[config.mk]
export PLATFORM = sky130hd
export DESIGN_NAME = button_debounce_press_classifier
export DESIGN_NICKNAME = d
export VERILOG_FILES = /design/src/rtl/core/bdpc_pkg.sv /design/src/rtl/core/bdpc_cfg_regs.sv /design/src/rtl/core/bdpc_press_fsm.sv /design/src/rtl/core/button_debounce_press_classifier.sv
export SDC_FILE = /design/constraint.sdc
export NUM_CORES = 1
export LEC_CHECK = 0
export ABC_CLOCK_PERIOD_IN_PS = 5300
export BUFFER_PORTS_ARGS = -buffer_cell sky130_fd_sc_hd__buf_2
export CAP_MARGIN = 10
export CORE_MARGIN = 2
export CORE_UTILIZATION = 30
export CTS_CLUSTER_DIAMETER = 120
export DETAILED_ROUTE_END_ITERATION = 10
export SYNTH_ARGS = -nofsm -noshare
export SYNTH_HDL_FRONTEND = slang
export SYNTH_SLANG_ARGS = --single-unit
[constraint.sdc]
create_clock -name aclk -period 5.3 [get_ports aclk]
set_clock_uncertainty 0.2 [all_clocks]
set_input_delay 1.06 -clock aclk [delete_from_list [all_inputs] [get_ports aclk]]
set_output_delay 1.06 -clock aclk [all_outputs]
set_load 0.01 [all_outputs]
[src/rtl/core/bdpc_pkg.sv]
`timescale 1ns / 1ps
// ----------------------------------------------------------------------------
// bdpc_pkg
// Shared types, codes and constants for the button debounce press classifier.
// ----------------------------------------------------------------------------
package bdpc_pkg;

    // field and register widths
    localparam int DEBOUNCE_W  = 10;
    localparam int LONG_W      = 16;
    localparam int STABLE_W    = 10;
    localparam int HELD_W      = 17;
    localparam int EVENT_W     = 2;
    localparam int MODE_W      = 2;
    localparam int CFG_INDEX_W = 2;
    localparam int CFG_DATA_W  = 16;

    // default poll interval in ms
    localparam int POLL_MS_DEFAULT = 10;

    // register reset values and limits
    localparam logic [DEBOUNCE_W-1:0] DEBOUNCE_RESET = DEBOUNCE_W'(50);
    localparam logic [LONG_W-1:0]     LONG_RESET     = LONG_W'(2000);
    localparam logic [LONG_W-1:0]     LONG_MIN_MS    = LONG_W'(100);
    localparam logic [STABLE_W-1:0]   STABLE_MAX     = '1;
    localparam logic [HELD_W-1:0]     HELD_MAX       = '1;

    // register indexes
    localparam logic [CFG_INDEX_W-1:0] CFG_IDX_DEBOUNCE = CFG_INDEX_W'(0);
    localparam logic [CFG_INDEX_W-1:0] CFG_IDX_LONG     = CFG_INDEX_W'(1);

    // event codes
    localparam logic [EVENT_W-1:0] EVT_NONE  = EVENT_W'(0);
    localparam logic [EVENT_W-1:0] EVT_SHORT = EVENT_W'(1);
    localparam logic [EVENT_W-1:0] EVT_LONG  = EVENT_W'(2);

    // mode codes as seen on the result channel
    localparam logic [MODE_W-1:0] MODE_CODE_IDLE     = MODE_W'(0);
    localparam logic [MODE_W-1:0] MODE_CODE_DEBOUNCE = MODE_W'(1);
    localparam logic [MODE_W-1:0] MODE_CODE_PRESSED  = MODE_W'(2);
    localparam logic [MODE_W-1:0] MODE_CODE_LONG     = MODE_W'(3);

    // press state machine, one-hot
    typedef enum logic [3:0] {
        MODE_IDLE     = 4'b0001,
        MODE_DEBOUNCE = 4'b0010,
        MODE_PRESSED  = 4'b0100,
        MODE_LONG     = 4'b1000
    } mode_t;

    // live configuration
    typedef struct packed {
        logic [DEBOUNCE_W-1:0] settle_ms;
        logic [LONG_W-1:0]     long_press_ms;
    } cfg_t;

    // one result item
    typedef struct packed {
        logic [EVENT_W-1:0] press_event;
        logic [MODE_W-1:0]  mode_now;
        logic               is_held;
    } result_t;

    // one-hot state to output mode code
    function automatic logic [MODE_W-1:0] mode_code(input mode_t m);
        logic [MODE_W-1:0] code;
        unique case (m)
            MODE_IDLE:     code = MODE_CODE_IDLE;
            MODE_DEBOUNCE: code = MODE_CODE_DEBOUNCE;
            MODE_PRESSED:  code = MODE_CODE_PRESSED;
            MODE_LONG:     code = MODE_CODE_LONG;
            default:       code = MODE_CODE_IDLE;
        endcase
        return code;
    endfunction

endpackage

[src/rtl/core/bdpc_cfg_regs.sv]
`timescale 1ns / 1ps
// ----------------------------------------------------------------------------
// bdpc_cfg_regs
// Configuration registers: debounce time and long-press threshold.
// ----------------------------------------------------------------------------
module bdpc_cfg_regs (
    input  logic                              aclk,
    input  logic                              aresetn,
    input  logic                              cfg_valid,
    output logic                              cfg_ready,
    input  logic [bdpc_pkg::CFG_INDEX_W-1:0]  cfg_index,
    input  logic [bdpc_pkg::CFG_DATA_W-1:0]   cfg_data,
    output bdpc_pkg::cfg_t                    cfg
);
    import bdpc_pkg::*;

    logic [DEBOUNCE_W-1:0] debounce_reg;
    logic [DEBOUNCE_W-1:0] debounce_next;
    logic [LONG_W-1:0]     long_reg;
    logic [LONG_W-1:0]     long_next;

    // writes are always taken
    assign cfg_ready = 1'b1;

    // register decode; short thresholds and unknown indexes are dropped
    always_comb begin
        debounce_next = debounce_reg;
        long_next     = long_reg;
        if (cfg_valid) begin
            unique case (cfg_index)
                CFG_IDX_DEBOUNCE: debounce_next = cfg_data[DEBOUNCE_W-1:0];
                CFG_IDX_LONG: begin
                    if (cfg_data[LONG_W-1:0] >= LONG_MIN_MS) begin
                        long_next = cfg_data[LONG_W-1:0];
                    end
                end
                default: ;
            endcase
        end
    end

    always_ff @(posedge aclk) begin
        if (!aresetn) begin
            debounce_reg <= DEBOUNCE_RESET;
            long_reg     <= LONG_RESET;
        end else begin
            debounce_reg <= debounce_next;
            long_reg     <= long_next;
        end
    end

    assign cfg.settle_ms     = debounce_reg;
    assign cfg.long_press_ms = long_reg;

endmodule

[src/rtl/core/bdpc_press_fsm.sv]
`timescale 1ns / 1ps
// ----------------------------------------------------------------------------
// bdpc_press_fsm
// Debounce and press classification state machine, one sample per step.
// ----------------------------------------------------------------------------
module bdpc_press_fsm #(
    parameter int POLL_MS = bdpc_pkg::POLL_MS_DEFAULT
) (
    input  logic               aclk,
    input  logic               aresetn,
    input  logic               step,
    input  logic               pin_level,
    input  logic               read_error,
    input  bdpc_pkg::cfg_t     cfg,
    output bdpc_pkg::result_t  result
);
    import bdpc_pkg::*;

    localparam int POLL_W = $clog2(POLL_MS + 1);
    localparam int PROD_W = STABLE_W + 1 + POLL_W;

    mode_t               mode_reg;
    mode_t               mode_next;
    logic [STABLE_W-1:0] stable_reg;
    logic [STABLE_W-1:0] stable_next;
    logic [HELD_W-1:0]   held_reg;
    logic [HELD_W-1:0]   held_next;
    logic                fired_reg;
    logic                fired_next;

    logic                pressed;
    logic [STABLE_W-1:0] stable_inc;
    logic [STABLE_W:0]   stable_plus;
    logic [PROD_W-1:0]   span_ms;
    logic                confirm;
    logic [HELD_W:0]     held_sum;
    logic [HELD_W-1:0]   held_sat;
    logic [EVENT_W-1:0]  evt;

    assign pressed = ~pin_level;

    // debounce count with saturation; confirmed once
    // debounce time < (count + 1) * POLL_MS, i.e. count >= debounce time / POLL_MS
    assign stable_inc  = (stable_reg < STABLE_MAX) ? stable_reg + STABLE_W'(1) : stable_reg;
    assign stable_plus = {1'b0, stable_inc} + (STABLE_W + 1)'(1);
    assign span_ms     = PROD_W'(stable_plus) * PROD_W'(POLL_MS);
    assign confirm     = PROD_W'(cfg.settle_ms) < span_ms;

    // held time with saturation
    assign held_sum = {1'b0, held_reg} + (HELD_W + 1)'(POLL_MS);
    assign held_sat = held_sum[HELD_W] ? HELD_MAX : held_sum[HELD_W-1:0];

    // next state and event
    always_comb begin
        mode_next   = mode_reg;
        stable_next = stable_reg;
        held_next   = held_reg;
        fired_next  = fired_reg;
        evt         = EVT_NONE;
        if (!read_error) begin
            unique case (mode_reg)
                MODE_IDLE: begin
                    if (pressed) begin
                        mode_next   = MODE_DEBOUNCE;
                        stable_next = '0;
                        fired_next  = 1'b0;
                    end
                end
                MODE_DEBOUNCE: begin
                    if (pressed) begin
                        stable_next = stable_inc;
                        if (confirm) begin
                            mode_next = MODE_PRESSED;
                            held_next = '0;
                        end
                    end else begin
                        mode_next = MODE_IDLE;
                    end
                end
                MODE_PRESSED: begin
                    if (!pressed) begin
                        if (!fired_reg) begin
                            evt = EVT_SHORT;
                        end
                        mode_next = MODE_IDLE;
                    end else begin
                        held_next = held_sat;
                        if ((held_sat >= HELD_W'(cfg.long_press_ms)) && !fired_reg) begin
                            fired_next = 1'b1;
                            evt        = EVT_LONG;
                            mode_next  = MODE_LONG;
                        end
                    end
                end
                MODE_LONG: begin
                    if (!pressed) begin
                        mode_next = MODE_IDLE;
                    end
                end
                default: mode_next = MODE_IDLE;
            endcase
        end
    end

    // state registers advance once per processed sample
    always_ff @(posedge aclk) begin
        if (!aresetn) begin
            mode_reg   <= MODE_IDLE;
            stable_reg <= '0;
            held_reg   <= '0;
            fired_reg  <= 1'b0;
        end else if (step) begin
            mode_reg   <= mode_next;
            stable_reg <= stable_next;
            held_reg   <= held_next;
            fired_reg  <= fired_next;
        end
    end

    assign result.press_event = evt;
    assign result.mode_now    = mode_code(mode_next);
    assign result.is_held     = (mode_next == MODE_PRESSED) || (mode_next == MODE_LONG);

endmodule

[src/rtl/core/button_debounce_press_classifier.sv]
`timescale 1ns / 1ps
// ----------------------------------------------------------------------------
// button_debounce_press_classifier
// Debounces polled active-low button samples and reports short and long presses.
// ----------------------------------------------------------------------------
// Each accepted sample yields exactly one result (event, mode, held flag). A
// sample is taken every cycle while s_ready is high; its result passes through
// the input register and then the result register, with the press state
// machine in between. A stalled result stops the input only once both
// registers are full. Configuration writes are always ready and take effect on
// the next sample; the debounce time resets to 50 ms and long_press_ms to 2000,
// and a long_press_ms write below 100 is dropped.
// ----------------------------------------------------------------------------
module button_debounce_press_classifier #(
    parameter int POLL_MS = bdpc_pkg::POLL_MS_DEFAULT
) (
    input  logic                              aclk,
    input  logic                              aresetn,
    // sample channel
    input  logic                              s_valid,
    output logic                              s_ready,
    input  logic                              s_pin_level,
    input  logic                              s_read_error,
    // result channel
    output logic                              m_valid,
    input  logic                              m_ready,
    output logic [bdpc_pkg::EVENT_W-1:0]      m_press_event,
    output logic [bdpc_pkg::MODE_W-1:0]       m_mode_now,
    output logic                              m_is_held,
    // configuration write channel
    input  logic                              cfg_valid,
    output logic                              cfg_ready,
    input  logic [bdpc_pkg::CFG_INDEX_W-1:0]  cfg_index,
    input  logic [bdpc_pkg::CFG_DATA_W-1:0]   cfg_data
);
    import bdpc_pkg::*;

    cfg_t    cfg;
    result_t result;
    result_t out_reg;

    logic in_valid_reg;
    logic in_valid_next;
    logic pin_reg;
    logic err_reg;
    logic out_valid_reg;
    logic out_valid_next;
    logic advance;
    logic s_xfer;

    // configuration registers
    bdpc_cfg_regs u_cfg (
        .aclk      (aclk),
        .aresetn   (aresetn),
        .cfg_valid (cfg_valid),
        .cfg_ready (cfg_ready),
        .cfg_index (cfg_index),
        .cfg_data  (cfg_data),
        .cfg       (cfg)
    );

    // handshake control
    assign advance = in_valid_reg && (!out_valid_reg || m_ready);
    assign s_ready = !in_valid_reg || advance;
    assign s_xfer  = s_valid && s_ready;

    always_comb begin
        in_valid_next = in_valid_reg;
        if (s_xfer) begin
            in_valid_next = 1'b1;
        end else if (advance) begin
            in_valid_next = 1'b0;
        end
        out_valid_next = out_valid_reg;
        if (advance) begin
            out_valid_next = 1'b1;
        end else if (m_ready) begin
            out_valid_next = 1'b0;
        end
    end

    always_ff @(posedge aclk) begin
        if (!aresetn) begin
            in_valid_reg  <= 1'b0;
            out_valid_reg <= 1'b0;
        end else begin
            in_valid_reg  <= in_valid_next;
            out_valid_reg <= out_valid_next;
        end
    end

    // input sample register
    always_ff @(posedge aclk) begin
        if (s_xfer) begin
            pin_reg <= s_pin_level;
            err_reg <= s_read_error;
        end
    end

    // press state machine
    bdpc_press_fsm #(
        .POLL_MS (POLL_MS)
    ) u_fsm (
        .aclk       (aclk),
        .aresetn    (aresetn),
        .step       (advance),
        .pin_level  (pin_reg),
        .read_error (err_reg),
        .cfg        (cfg),
        .result     (result)
    );

    // result register
    always_ff @(posedge aclk) begin
        if (advance) begin
            out_reg <= result;
        end
    end

    assign m_valid       = out_valid_reg;
    assign m_press_event = out_reg.press_event;
    assign m_mode_now    = out_reg.mode_now;
    assign m_is_held     = out_reg.is_held;

endmodule
* After elaboration in Yosys (flattened, before gate mapping)
Index checks and enable logic that the tools add are counted.
** Word-level totals
- Output and inout bits :: 8
- Logic and storage cells :: 86
- Bits of input ports :: 25
- Register bits after elaboration :: 67
** Cells by class
- Add/sub/neg operators :: 3
- Equality and inequality tests :: 13
- Reductions and logical operators :: 21
- Mux-type cells :: 29
- Multipliers :: 1
- $lt $le $gt $ge :: 4
- Bitwise operators :: 2
** Operators with widths (count)
- 17-bit 2-to-1 mux :: 4
- 17-bit one-hot mux with 2 select lines :: 1
- 10-bit 2-to-1 mux :: 3
- 4-bit 2-to-1 mux :: 7
- 10-bit one-hot mux with 2 select lines :: 1
- 17-bit by 4-bit adder with 18-bit output (second input constant) :: 1
- 17-bit by 16-bit >= comparator with 1-bit output :: 1
- 16-bit by 7-bit >= comparator with 1-bit output (second input constant) :: 1
- 4-bit one-hot mux with 4 select lines :: 1
- 10-bit by 15-bit < comparator with 1-bit output :: 1
- 11-bit by 3-bit multiplier with 14-bit output (second input constant) :: 1
- 6-bit AND reduction :: 2
- 10-bit by 1-bit adder with 11-bit output (second input constant) :: 1
- 10-bit by 1-bit adder with 10-bit output (second input constant) :: 1
- 10-bit < comparator (second input constant) :: 1
- 2-bit nonzero test :: 5
- 4-bit by 2-bit == test with 1-bit output (second input constant) :: 2
- 4-bit by 3-bit == test with 1-bit output (second input constant) :: 2
- 4-bit == test (second input constant) :: 2
- 1-bit 2-to-1 mux :: 8
- 2-bit inequality test (second input constant) :: 3
- 2-bit one-hot mux with 3 select lines :: 1
- 5-bit AND reduction :: 1
- 4-bit by 1-bit == test with 1-bit output (second input constant) :: 1
- other kinds (12) :: 21

* Depth between registers and ports, before layout
Gate-level depths: netlist of run 1.
- Depth after elaboration :: 11
- Depth in mapped cells :: 27
- Mapped depth without buffers :: 24

* By module
A second synthesis of run 1 with hierarchy kept.
** Unflattened totals
- Cells, all modules :: 611
- Area, all modules :: 5137.4 um^2
** Modules (own cells, without submodules)
- bdpc_press_fsm :: times used 1, sequential area each 640.6 um^2, cells each 496, area each 3832.4 um^2
- bdpc_cfg_regs :: times used 1, sequential area each 520.5 um^2, cells each 99, area each 991.0 um^2
- button_debounce_press_classifier :: times used 1, sequential area each 250.2 um^2, cells each 16, area each 314.1 um^2

* Worst setup path before layout of run 1
OpenSTA, ideal clock, no wires.
- Kind :: flip-flop to flip-flop
- From :: reg u_fsm.stable_reg[1]
- To :: reg out_reg (netlist bit m_mode_now[0]) (data pin)
- Arrival :: 4.618 ns
- Clock period less this slack :: 5.078 ns
- Slack :: 0.222 ns
- Setup time :: 0.261 ns
- Buffers on the path :: 1
- Data required time :: 4.839 ns
- Cell stages (with the launch flop) :: 24
- Cell sequence :: dfxtp_1 -> ha_1 -> buf_4 -> and4_1 -> nand3_1 -> mux2_2 -> ha_1 -> o21ai_0 -> a211oi_1 -> and3_1 -> nand2_1 -> xor2_1 -> ha_1 -> ha_1 -> a21oi_1 -> o21ai_0 -> a21oi_1 -> xor2_1 -> ha_1 -> a2111oi_0 -> o211ai_1 -> o211ai_2 -> nor2b_1 -> o311a_1
** RTL lines
- start, declared :: line bdpc_press_fsm.sv:24 : logic [STABLE_W-1:0] stable_reg;
- start signal, assigned :: line bdpc_press_fsm.sv:114 : stable_reg <= stable_next;
- end signal, assigned :: line button_debounce_press_classifier.sv:116 : out_reg <= result;
- end, declared :: line button_debounce_press_classifier.sv:40 : result_t out_reg;

==> results of run 1 <==
==> per-layer routing <==
layer	routed length (um)	GRT usage	vias up
met5	0	0	-
met3	388	0.0297	13
met4	165	0.0459	0
met2	5170	0.224	76
li1	-	-	2022
met1	5370	0.186	1897
==> final cells by class <==
cell class                 count  area, um^2  share of cell area
clock buffer                  10         250              0.0467
clock inverter                 6        70.1              0.0131
multi-input combinational    425        3040               0.567
inverter                      30         113              0.0210
sequential                    65        1370               0.255
timing repair buffer          46         284              0.0530
tap                          188         235              0.0439
==> worst max path at each step <==
| stage | from | to | slack, ps | depth (start not counted) |
|---|---|---|---|---|
| CTS | u_fsm.stable_reg[0]$_SDFFE_PN0P_ | m_mode_now[0]$_DFFE_PP_ | 30 | 22 |
| finish | u_fsm.stable_reg[0]$_SDFFE_PN0P_ | m_mode_now[0]$_DFFE_PP_ | 120 | 22 |
| detailed placement | u_fsm.stable_reg[0]$_SDFFE_PN0P_ | m_mode_now[0]$_DFFE_PP_ | -30 | 22 |
| global placement | u_fsm.stable_reg[0]$_SDFFE_PN0P_ | m_mode_now[0]$_DFFE_PP_ | 160 | 22 |
| floorplan | u_fsm.stable_reg[1]$_SDFFE_PN0P_ | m_mode_now[0]$_DFFE_PP_ | 220 | 23 |
| global route | u_fsm.stable_reg[7]$_SDFFE_PN0P_ | m_mode_now[0]$_DFFE_PP_ | -150 | 21 |
==> stage by stage <==
stage / std cells / util / area (um^2)
after floorplan: 549 / - / 4550
after global placement: 749 / 0.325 / 4890
final: 770 / 0.356 / 5360
after global routing: 770 / 0.356 / 5360
after detailed placement: 749 / 0.325 / 4890
after CTS: 765 / 0.347 / 5210
==> synthesized netlist by cell type (all sizes together), types with 7 or more instances <==
cell,instances,area [um^2]
a21oi,56,288
dfxtp,59,1180
mux2i,30,304
nor3,12,71.3
xnor2,9,78.8
nand3,14,75.1
xor2,12,105
nand2b,11,68.8
inv,30,113
o21ai,19,95.1
nor2,61,251
a22oi,7,52.6
ha,45,563
nand4,15,93.8
clkbuf,15,56.3
buf,14,93.8
nand2,48,180
==> report_power, final <==
group	leakage (nW)	switching (mW)	internal (mW)
Clock	0.159	0.242	0.398
Sequential	0.539	0.0114	0.507
Combinational	1.57	0.0495	0.0377
Total	2.27	0.303	0.943
==> worst max-delay path: cells and delay by family, from the launching register on <==
kind / cells / cell delay [ps]
simple gates: 5 / 810
compound gates: 10 / 2160
flops: 1 / 350
xor+xnor: 2 / 270
fa+ha+maj: 5 / 1120
==> logic make-up (layout without fill, tap and decap cells) <==
logic type	after synthesis	count (layout)	share of synthesized area
xor+xnor	21	21	0.0404
other cells	2	2	0.00165
flops	65	65	0.299
buf+inv	59	92	0.0577
fa+ha+maj	46	46	0.128
compound gates	127	127	0.182
simple gates	197	197	0.220
mux	32	32	0.0717
==> timing repair <==
item / 4_1_cts / 5_1_grt
buffers inserted: 0 / 4
endpoints found under the setup margin: 4 / 21
pin swaps: 3 / 11
gates resized for setup: 2 / 25
hold buffers: 0 / 0
==> impl_metrics.yaml, run 1 <==
outcome:
  status: "completed"
critical_path:
  regToRegEndpoint: "m_mode_now[0]$_DFFE_PP_"
  cp-start-kind: "flip-flop"
  r2r_start: "u_fsm.stable_reg[0]$_SDFFE_PN0P_"
  worstSetupPathType: "flip-flop to flip-flop"
  cpMostUsedCell: "ha_1"
  cp.arrival_ps: 5060
  crit_fanout: 6
  r2r_cells: 22
  path_cells: "ha_4 > nand4_1 > o31ai_2 > and2_4 > ha_1 > o21ai_0 > a211oi_1 > and3_1 > nand2_1 > xor2_2 > ha_1 > ha_4 > a21oi_1 > o21ai_2 > a21oi_2 > xor2_1 > ha_1 > a2111oi_4 > o211ai_1 > o211ai_2 > nor2b_1 > o311a_1"
  end_kind: "flip-flop"
  reg2reg_slack_ps: 120
  worst_path_largest_cell_delay_ps: 370
  crit_path_top_delay_cell: "o31ai_2"
  crit_required_ps: 5190
clock_tree:
  root_buffer: "clkbuf_16"
  cts_tree: "done"
  cts_buffers: 9
  clk_pin_slew_ps: 60
  clk_latency_ps: 340
  htreeDepth: 3
  cts_sinks: 65
  cts_buffer_depth: 2
timing:
  final.period_utilization: 0.977
  tightest_slew_ps: 1110
  slew_violations: 0
  max_freq_mhz: 193
  max_slew_margin: 0.260
  hold_viol: 0
  tns_ps: 0
  setup_viol: 0
  fin_crit_ps: 5180
  holdWs_ps: 264
  worst_slack_ps: 125
floorplan:
  die_w_um: 127
  die_height_um: 127
  dieArea_um2: 16200
  start_util: 0.303
  core_um2: 15000
  fp-row-count: 45
  pin_count: 33
power:
  leakagePower_nw: 2.27
  vdd_ir_drop_max_mv: 0.121
  power.density_nw_per_um2: 232
  finalPower_mw: 1.25
synth:
  postSynth.topFlopCell: "dfxtp_1"
  synth_nets: 620
  ys.warnings.count: 0
  synthCells: 549
  avgSynthCellArea_um2: 8.29
  ys_seq_area_frac: 0.299
  syn-cell-area_um2: 4550
  ys_seq_elements: 65
  synth_edf_count: 6
  synth_cell_types: 67
  async_flop_share: 0
finish:
  final_common_cell: "dfxtp_1"
  fin_nets: 648
  synthToLayoutAreaGrowth_pct: 17.7
  fillCellCount: 1492
  largest_reg_flops: 17
  final_cell_mix: "dfxtp_1, nor2_1, a21oi_1"
  drive_gt1_frac: 0.184
  antenna_cells: 0
placed_design:
  pre_cts_ws_ps: -31.4
  io_buffer_count: 31
  post-dp-hpwl_um: 8090
  gp_congestion: 0.922
run:
  maxCapViolations: 0
route:
  dr.pass1.iters: 4
  viasPerCell: 5.21
  vias: 4008
  drc: 0
  wl_um: 11100
  routedWlPerCell_um: 14.4
  dr.first_iter.drc_count: 201
  ant_nets: 0
worst_hold_path:
  hold_path.class: "flip-flop to flip-flop"
  hold_path_end: "u_fsm.held_reg[0]$_SDFFE_PN0P_"
  hold_depth: 2
  worstHoldStart: "u_fsm.held_reg[0]$_SDFFE_PN0P_"
grt:
  grt_pass1_vias: 3754
  antenna_found_initial: 0
  grt_usage: 0.139
  grt_overflow: 0
  grt_pass1_wl_um: 18400
  grt_max_degree: 33
No activity file was read; power rests on OpenSTA's default activity.
==> inputs of run 2 (changes only) <==
--- a/config.mk
+++ b/config.mk
@@ -9,9 +9,10 @@
 export BUFFER_PORTS_ARGS = -buffer_cell sky130_fd_sc_hd__buf_2
 export CAP_MARGIN = 10
 export CORE_MARGIN = 2
-export CORE_UTILIZATION = 30
+export CORE_UTILIZATION = 55
 export CTS_CLUSTER_DIAMETER = 120
 export DETAILED_ROUTE_END_ITERATION = 10
+export PLACE_DENSITY = 0.77
 export SYNTH_ARGS = -nofsm -noshare
 export SYNTH_HDL_FRONTEND = slang
 export SYNTH_SLANG_ARGS = --single-unit
==> run 2 against run 1 <==
  * Utilization up 27 points
  * Fmax grew 1.5%
  * Setup slack gained 77 ps
  * Largest cell class unchanged
  * Sequential cell count unchanged
  * Clock-buffer cell count increased by 4
  * Non-clock buffer count increased by 3
  * Via count up 1.3%
  * Largest power group is now sequential cells
==> impl_metrics.yaml, run 2 (synthesized netlist as in run 1, its figures left out) <==
worst_hold_path:
  hold_depth: 2
  worstHoldStart: "u_cfg.long_reg[15]$_SDFFE_PN0P_"
  hold_path.class: "flip-flop to flip-flop"
  hold_path_end: "u_cfg.long_reg[15]$_SDFFE_PN0P_"
finish:
  multi_input_area_um2: 3040
  final_common_cell: "dfxtp_1"
  register_area_um2: 1360
  largest_reg_flops: 17
  drive_gt1_frac: 0.181
  fillCellCount: 686
  antenna_cells: 0
  finalCoreUtilization: 0.631
  fin_nets: 651
  final_cell_mix: "dfxtp_1, nor2_1, a21oi_1"
  synthToLayoutAreaGrowth_pct: 12.7
timing:
  max_freq_mhz: 196
  tightest_slew_ps: 1220
  slew_violations: 0
  worst_slack_ps: 202
  hold_viol: 0
  fin_crit_ps: 5100
  max_slew_margin: 0.183
  setup_viol: 0
  final.period_utilization: 0.962
  holdWs_ps: 260
critical_path:
  r2r_start: "u_fsm.stable_reg[2]$_SDFFE_PN0P_"
  crit_required_ps: 5270
  regToRegEndpoint: "m_mode_now[1]$_DFFE_PP_"
  r2r_cells: 20
  cp-start-kind: "flip-flop"
  end_kind: "flip-flop"
  cp.arrival_ps: 5070
  worstSetupPathType: "flip-flop to flip-flop"
  crit_fanout: 7
  reg2reg_slack_ps: 200
power:
  leakagePower_nw: 2.22
  power.density_nw_per_um2: 196
  vdd_ir_drop_max_mv: 0.144
  finalPower_mw: 1.01
grt:
  grt_overflow: 0
  grt_usage: 0.245
  grt_max_degree: 33
  grt_pass1_wl_um: 17700
  grt_pass1_vias: 3849
  antenna_found_initial: 0
clock_tree:
  root_buffer: "clkbuf_8"
  cts_buffer_depth: 2
  cts_tree: "done"
  clk_latency_ps: 340
  cts_hold_buf: 0
  cts_buffers: 9
  htreeDepth: 3
  cts_sinks: 65
  clk_pin_slew_ps: 70
route:
  wl_um: 10700
  vias: 4061
  drc: 0
  ant_nets: 0
  routedWlPerCell_um: 15.6
  dr.pass1.iters: 4
  viasPerCell: 5.89
  dr.first_iter.drc_count: 160
placed_design:
  pre_cts_ws_ps: 40.0
  gp_congestion: 0.895
  post-dp-hpwl_um: 7760
  io_buffer_count: 31
run:
  maxCapViolations: 0
floorplan:
  core_um2: 8130
  die_height_um: 95.0
  pin_count: 33
  fp-row-count: 33
  die_w_um: 95.0
  dieArea_um2: 9020
  start_util: 0.560
outcome:
  status: "completed"
run 2: worst max-delay path, stage by stage, from the launching register on:
cell,delay (ps)
dfxtp_1,450
buf_4,190
ha_1,290
and4_1,350
nand2_1,80
o211ai_1,280
nand4_1,220
xnor2_1,330
ha_1,280
ha_1,340
o21a_1,130
o31ai_2,80
nand2_1,150
ha_4,300
o21ai_0,90
nand2b_1,100
a21oi_1,90
a211oi_2,270
o211ai_2,200
a2111o_1,400
o21ai_1,110
run 2: how the worst max path moves through the flow:
stage	cells after the start	to	slack [ps]	from
2_1_floorplan	23	m_mode_now[0]$_DFFE_PP_	220	u_fsm.stable_reg[1]$_SDFFE_PN0P_
3_3_place_gp	22	m_mode_now[0]$_DFFE_PP_	280	u_fsm.stable_reg[0]$_SDFFE_PN0P_
3_5_place_dp	21	m_mode_now[0]$_DFFE_PP_	40	u_fsm.stable_reg[6]$_SDFFE_PN0P_
4_1_cts	21	m_mode_now[0]$_DFFE_PP_	0.5	u_fsm.stable_reg[7]$_SDFFE_PN0P_
5_1_grt	24	m_mode_now[1]$_DFFE_PP_	-160	u_fsm.stable_reg[0]$_SDFFE_PN0P_
6_report	20	m_mode_now[1]$_DFFE_PP_	200	u_fsm.stable_reg[2]$_SDFFE_PN0P_
run 2: power breakdown:
| group | switching, mW | internal (mW) |
|---|---|---|
| Sequential | 0.0114 | 0.507 |
| Combinational | 0.0505 | 0.0371 |
| Clock | 0.192 | 0.208 |
run 2: area by class of cell:
cell class              count  area share
clock buffers              14      0.0336
clock inverters             2     0.00244
inverters                  30      0.0219
multi-input cells         425       0.592
flip-flops and latches     65       0.265
well taps                 105      0.0256
repair buffers             49      0.0590
run 2: through the flow:
step                instances  instance area, um^2  TNS (ps)
floorplan                 549                 4550         0
global placement          669                 4800         0
detailed placement        669                 4800         0
CTS                       686                 5000         0
global route              690                 5130     -1190
finish                    690                 5130         0
run 2: what timing repair did:
action / 4_1_cts / 5_1_grt
buffers inserted: 1 / 4
gates resized for setup: 2 / 19
hold endpoints to repair: 0 / 0
pin swaps: 2 / 10
endpoints found under the setup margin: 1 / 21
run 2: routing by layer:
layer | wire (um) | global-route usage
met5 | 0 | 0
met4 | 196 | 0.0761
met3 | 469 | 0.0495
met2 | 5300 | 0.415
met1 | 4780 | 0.314
